**config.mk**
```make
export PLATFORM = sky130hd
export DESIGN_NAME = nrbh_div
export DESIGN_NICKNAME = d
export VERILOG_FILES = /design/src/hdl/nrbh_pkg.sv /design/src/hdl/nrbh_div.sv
export SDC_FILE = /design/constraint.sdc
export NUM_CORES = 1
export LEC_CHECK = 0
export BUFFER_PORTS_ARGS = -buffer_cell sky130_fd_sc_hd__buf_2
export CELL_PAD_IN_SITES_DETAIL_PLACEMENT = 1
export CELL_PAD_IN_SITES_GLOBAL_PLACEMENT = 2
export CORE_ASPECT_RATIO = 1.4
export CORE_MARGIN = 4
export CORE_UTILIZATION = 33
export CTS_BUF_LIST = sky130_fd_sc_hd__clkbuf_4
export CTS_CLUSTER_DIAMETER = 80
export DETAILED_ROUTE_END_ITERATION = 6
export PLACE_DENSITY = 0.8
export SLEW_MARGIN = 10
export SYNTH_ARGS = -nofsm -noshare
export SYNTH_HDL_FRONTEND = slang
export SYNTH_SLANG_ARGS = --single-unit
export TNS_END_PERCENT = 20
```
**constraint.sdc**
```tcl
create_clock -name clk -period 4 [get_ports clk]
set_clock_uncertainty 0.2 [all_clocks]
set_input_delay 0.2 -clock clk [delete_from_list [all_inputs] [get_ports clk]]
set_output_delay 0.2 -clock clk [all_outputs]
set_load 0.05 [all_outputs]
```
**src/hdl/nrbh_pkg.sv**
```systemverilog
// nrbh_pkg: shared types and constants for the nearest ray / box hit unit
// no dependencies; imported by nrbh_div and nearest_ray_box_hit_unit
`default_nettype none
package nrbh_pkg;

    // table geometry
    localparam int MAX_BOXES  = 64;
    localparam int SLOT_W     = $clog2(MAX_BOXES);
    localparam int COORD_W    = 32;
    localparam int ENTRY_W    = 6 * COORD_W;

    // fixed point widths
    localparam int BOUND_W    = COORD_W + 2;      // center +- half
    localparam int NUM_W      = COORD_W + 3;      // bound - origin
    localparam int FRAC_W     = 16;
    localparam int DVD_W      = NUM_W + FRAC_W;   // |num| * 65536
    localparam int DIST_W     = 40;
    localparam int T_W        = DIST_W + 2;       // signed, holds +-2^40
    localparam int DIV_STEPS  = DVD_W;
    localparam int CNT_W      = $clog2(DIV_STEPS + 1);

    localparam logic [DIST_W-1:0] DIST_SAT    = {DIST_W{1'b1}};
    localparam logic [DIST_W-1:0] DIST_RESET  = 40'd6553534464;
    localparam logic signed [T_W-1:0] T_INF   = 42'sh100_0000_0000;

    typedef enum logic [1:0] {
        FUNC_STORE  = 2'd0,
        FUNC_REMOVE = 2'd1,
        FUNC_CAST   = 2'd2,
        FUNC_NOP    = 2'd3
    } func_t;

    typedef enum logic [2:0] {
        ST_IDLE,
        ST_FETCH,
        ST_AXIS,
        ST_DIV_E,
        ST_DIV_X,
        ST_COMB,
        ST_FINAL,
        ST_DONE
    } state_t;

endpackage
`default_nettype wire

```
**src/hdl/nrbh_div.sv**
```systemverilog
// nrbh_div: bit-serial signed divider, (num * 65536) / den, truncated, saturated
// depends on nrbh_pkg
`default_nettype none
module nrbh_div
    import nrbh_pkg::*;
(
    input  wire logic                     clk,
    input  wire logic                     rst_n,
    input  wire logic                     start,
    input  wire logic signed [NUM_W-1:0]  num,
    input  wire logic signed [COORD_W-1:0] den,
    output      logic                     done,
    output      logic signed [T_W-1:0]    quot
);

    logic                 active_reg, active_next;
    logic                 done_reg, done_next;
    logic [CNT_W-1:0]     cnt_reg, cnt_next;
    logic [DVD_W-1:0]     dvd_reg, dvd_next;
    logic [COORD_W-1:0]   rem_reg, rem_next;
    logic [COORD_W-1:0]   den_reg, den_next;
    logic                 neg_reg, neg_next;
    logic [NUM_W-1:0]     num_mag;
    logic [COORD_W:0]     rem_sh;
    logic                 q_bit;
    logic [DIST_W-1:0]    mag;

    assign num_mag = num[NUM_W-1] ? (~num + 1'b1) : num;
    assign rem_sh  = {rem_reg, dvd_reg[DVD_W-1]};
    assign q_bit   = (rem_sh >= {1'b0, den_reg});

    // one quotient bit per cycle
    always_comb
    begin
        active_next = active_reg;
        done_next   = 1'b0;
        cnt_next    = cnt_reg;
        dvd_next    = dvd_reg;
        rem_next    = rem_reg;
        den_next    = den_reg;
        neg_next    = neg_reg;
        if (start)
        begin
            active_next = 1'b1;
            cnt_next    = CNT_W'(DIV_STEPS);
            dvd_next    = {num_mag, {FRAC_W{1'b0}}};
            rem_next    = '0;
            den_next    = den[COORD_W-1] ? (~den + 1'b1) : den;
            neg_next    = num[NUM_W-1] ^ den[COORD_W-1];
        end
        else if (active_reg)
        begin
            rem_next = q_bit ? COORD_W'(rem_sh - {1'b0, den_reg}) : rem_sh[COORD_W-1:0];
            dvd_next = {dvd_reg[DVD_W-2:0], q_bit};
            cnt_next = cnt_reg - 1'b1;
            if (cnt_reg == CNT_W'(1))
            begin
                active_next = 1'b0;
                done_next   = 1'b1;
            end
        end
    end

    always_ff @(posedge clk or negedge rst_n)
    begin
        if (!rst_n)
        begin
            active_reg <= 1'b0;
            done_reg   <= 1'b0;
            cnt_reg    <= '0;
        end
        else
        begin
            active_reg <= active_next;
            done_reg   <= done_next;
            cnt_reg    <= cnt_next;
        end
    end

    always_ff @(posedge clk)
    begin
        dvd_reg <= dvd_next;
        rem_reg <= rem_next;
        den_reg <= den_next;
        neg_reg <= neg_next;
    end

    // saturate magnitude, then apply sign
    assign mag  = (dvd_reg[DVD_W-1:DIST_W] != '0) ? DIST_SAT : dvd_reg[DIST_W-1:0];
    assign quot = neg_reg ? -$signed({2'b00, mag}) : $signed({2'b00, mag});
    assign done = done_reg;

endmodule
`default_nettype wire

```
---- Yosys cells after proc, flatten, opt, wreduce, memory -nomap -nowiden ----
Cells that the tools add are included.
storage, ports and cells
  bits in registers ....................... 124
  word-level logic and storage cells ...... 36
operators by class
  add/subtract/negate cells ............... 5
  magnitude comparators ................... 1
  equality and inequality tests ........... 1
  multiplexer cells ....................... 15
  bitwise operators ....................... 3
  reductions and logical operators ........ 2
operator list
  operator                                          count
  2-to-1 mux 51 bit                                 2
  2-to-1 mux 42 bit                                 1
  negator 40 -> 42 bit                              1
  2-to-1 mux 40 bit                                 1
  adder 35 x 1 -> 35 bit, second input constant     1
  2-to-1 mux 35 bit                                 1
  NOT 35 bit                                        1
  greater-or-equal comparator 33 x 32 -> 1 bit      1
  adder 32 x 1 -> 32 bit, second input constant     1
  2-to-1 mux 32 bit                                 1
  NOT 32 bit                                        1
  subtractor 32 bit                                 1
  2-to-1 mux 31 bit                                 1
  2-to-1 mux 6 bit                                  2
  nonzero test 11 bit                               1
  == test 6 x 1 -> 1 bit, second input constant     1
  2-to-1 mux 1 bit                                  6
  subtractor 6 x 1 -> 6 bit, second input constant  1
  nonzero test 2 bit                                1
  bitwise XOR 1 bit                                 1

---- Logic depth before layout (Yosys ltp) ----
  word-level depth ........................ 4
  gate-level depth with buffers ........... 15
  mapped depth without buffers ............ 14

---- Least setup slack after synthesis ----
No wires, ideal clock.
  kind .................................... register to output
  start point ............................. reg dvd_reg[50]
  end point ............................... out quot[24]
  arrival time ............................ 4.742 ns
  required time ........................... 3.600 ns
  path slack .............................. -1.142 ns
  cell stages (with the launch flop) ...... 15
  cell sequence ........................... edfxtp_1 > nor4_1 > and3_1 > clkbuf_1 > nand2b_1 > inv_1 > ha_1 > or3b_2 > nor3_1 > nand2_1 > or4_1 > nor2b_1 > nand2_1 > and3_1 > o21ai_0
on the way
  longest elaborated chain between the ends .. 4
RTL lines
  item                      line            text
  start: declaration        nrbh_div.sv:19  logic [DVD_W-1:0] dvd_reg, dvd_next;
  start signal: assignment  nrbh_div.sv:82  dvd_reg <= dvd_next;
  nonzero test 11 bit (*)   nrbh_div.sv:89  assign mag = (dvd_reg[DVD_W-1:DIST_W] != '0) ? DIST_SAT : dvd_reg[DIST_W-1:0];
  2-to-1 mux 40 bit (*)     nrbh_div.sv:89
  negator 40 -> 42 bit      nrbh_div.sv:90  assign quot = neg_reg ? -$signed({2'b00, mag}) : $signed({2'b00, mag});
  2-to-1 mux 42 bit (*)     nrbh_div.sv:90
  end: declaration          nrbh_div.sv:13  output logic signed [T_W-1:0] quot
Every way passes the cells marked *; elsewhere a longest branch is shown, timed or not.

---- Final worst setup path ----
  start point ............................. reg dvd_reg[28]
  end point ............................... out quot[39]
on the way
  longest elaborated chain between the ends .. 3
RTL lines
  item                  line
  2-to-1 mux 40 bit     nrbh_div.sv:89
  negator 40 -> 42 bit  nrbh_div.sv:90
  2-to-1 mux 42 bit     nrbh_div.sv:90
Every way passes these cells.

==> results.json <==
{
  "die_w_um": 147,
  "drc": 0,
  "clk_path_buf_depth": 2,
  "place_inst": 1485,
  "finalSetupViolations": 13,
  "slew_headroom_pct": 47.4,
  "ys_seq_area_share_pct": 36.1,
  "routed_wirelength_um": 27500,
  "place_area_sq_um": 10100,
  "grt_pass1_wl_um": 44800,
  "worstSetupStartpointType": "flip-flop",
  "whs_ns": 0.0738,
  "hp-start": "num[34]",
  "layout_commonest_cell": "nand2_1",
  "cts_root_buf": "clkbuf_4",
  "critical_path_class": "reg -> out",
  "slew_violations": 0,
  "wl_per_cell_um": 17.0,
  "cts.sinks": 124,
  "avgSynthCellArea_sq_um": 8.62,
  "ir_drop_uv": 206,
  "rr_startpoint": "dvd_reg[50]",
  "num_rows": 70,
  "grt_pass1_vias": 8861,
  "cts_buffers": 17,
  "final_nets": 1355,
  "whs_endpoint": "neg_reg",
  "power_mw": 5.18,
  "async_flop_share_pct": 6.45,
  "synth_flop_cell": "edfxtp_1",
  "drtAntennaViolNets": 0,
  "fp.dieArea_sq_um": 29600,
  "cap_violations": 0,
  "worst-r2r-setup-slack_ns": 0.48,
  "syn-num-nets": 1138,
  "cts_tree": "done",
  "worstMarginPinSlew_ns": 0.787,
  "place.gp.congestion": 0.867,
  "pin_count": 113,
  "period_share_pct": 107,
  "final_cell_mix": "nand2_1, nor2_1, dlygate4sd3_1, buf_2, xnor2_1",
  "synth_cell_type_count": 66,
  "p_leak_nw": 4.88,
  "reg2reg_depth": 12,
  "area_growth_pct": 32.0,
  "path_clk_slew_ns": 0.12,
  "io_buffer_count": 112,
  "endpoint_kind": "primary output",
  "timing.rr.end": "rem_reg[30]",
  "grt_overflow": 0,
  "hold-path-cell-count": 2,
  "gr-usage-all-layers_pct": 18.5,
  "fin_cells": 1621,
  "core_sq_um": 26400,
  "min_path_type": "in -> reg",
  "fillerInstances": 3078,
  "clk_latency_ns": 0.56,
  "ctsHtreeMaxLevel": 4,
  "drt_iter0_drc": 289,
  "cp_max_fo": 5,
  "antenna_found_initial": 1,
  "synth_edf_count": 68,
  "max_freq_ghz": 0.234,
  "rsz0062_at_grt": "true",
  "worstPathRequired_ns": 3.60,
  "fin_ws_ns": -0.266,
  "drt_pass1_iterations": 4,
  "netlist_instances": 1030,
  "dpl.hpwl_um": 20200,
  "arrival_ns": 3.87,
  "drive_above_1_share_pct": 19.4,
  "design_area_sq_um": 11700,
  "p_per_area_nw_per_um2": 442,
  "syn-cell-area_sq_um": 8880,
  "ys_ff_latch": 124,
  "vias": 8541,
  "hold_viol": 0,
  "die_h_um": 202,
  "yosysWarnings": 0,
  "violations": "negative setup slack",
  "start_util_pct": 33.7,
  "outcome": "finished with violations",
  "largest_reg_flops": 51,
  "grt_max_degree": 65,
  "period_minus_slack_ns": 4.27,
  "drt-vias-per-instance": 5.27
}
[where the power goes]
| part | internal, mW | switching, mW |
|---|---|---|
| combinational | 1.04 | 1.40 |
| sequential | 1.58 | 0.191 |
| clock | 0.444 | 0.522 |
[Yosys cell counts (all sizes together) (11+ instances only)]
cell,instances,area [sq um]
a21oi,44,220
or3,17,113
o311ai,17,149
xnor2,80,701
inv,49,184
o21ai,71,355
o31ai,25,188
dfxtp,48,961
a21o,11,82.6
edfxtp,68,2040
ha,37,463
nand2b,21,131
or4,11,93.8
a22o,34,299
mux2i,22,220
nand2,107,402
nand3,13,65.1
xor2,18,158
clkbuf,48,180
and3,11,68.8
nor3,34,175
nor4,12,75.1
nor2,101,379
[cell type report]
cell class                 instances  area (sq um)  area share, %
clock inverter                    14           166           1.42
inverter                          49           184           1.57
clock buffer                      18           135           1.15
multi-input combinational        805          5620           47.9
sequential                       124          3210           27.4
antenna                            1          2.50         0.0214
tap                              360           450           3.84
timing repair buffer             250          1960           16.7
[kinds of logic (layout without fill, tap and decap cells)]
logic type | Yosys count | in the layout | share of synthesized area (%)
compound gates | 281 | 281 | 21.9
fa+ha+maj | 38 | 38 | 5.44
mux | 22 | 22 | 2.48
flops | 124 | 124 | 36.1
other cells | 0 | 1 | 0
simple gates | 366 | 366 | 20.1
xor+xnor | 98 | 98 | 9.67
buf+inv | 101 | 331 | 4.27
[critical path: stages (launching register included)]
cell,delay [ns]
edfxtp_1,0.49
or4_4,0.59
or3_4,0.36
or4_4,0.47
nor3_2,0.16
nand2b_1,0.09
or2_4,0.26
or3_1,0.36
a221o_1,0.33
buf_4,0.19
[metal layers]
| metal | vias up | track usage, % | share of wire [%] |
|---|---|---|---|
| met3 | 27 | 2.56 | 2.4 |
| met4 | 0 | 4.94 | 1.5 |
| met2 | 130 | 36.8 | 55 |
| met5 | - | 0 | 0 |
| li1 | 4236 | - | - |
| met1 | 4148 | 20.1 | 41 |
[what timing repair did]
item | CTS | global route
setup endpoints to repair | 24 | 28
hold buffers | 95 | 0
gates resized for setup | 53 | 36
buffers inserted | 4 | 4
endpoints found under the hold margin | 88 | 0
pin swaps | 11 | 9
[stage by stage]
stage / setup TNS, ns / worst slack (ns) / util (%)
after floorplan: -0.0465 / -0.0334 / -
after global placement: -0.0850 / -0.0426 / 38.3
after detailed placement: -0.230 / -0.104 / 38.3
after CTS: -2.93 / -0.297 / 43.9
after global routing: -5.89 / -0.470 / 44.4
final: -1.73 / -0.266 / 44.4
[worst max-delay path by stage]
stage | from | endpoint | slack [ns] | cells after the start
2_1_floorplan | dvd_reg[45] | quot[34] | -0.03 | 14
3_3_place_gp | dvd_reg[46] | quot[22] | -0.04 | 15
3_5_place_dp | dvd_reg[46] | quot[34] | -0.10 | 14
4_1_cts | dvd_reg[49] | quot[22] | -0.30 | 15
5_1_grt | dvd_reg[46] | quot[22] | -0.47 | 15
6_report | dvd_reg[28] | quot[39] | -0.27 | 9
(Power assumes the default switching activity.)
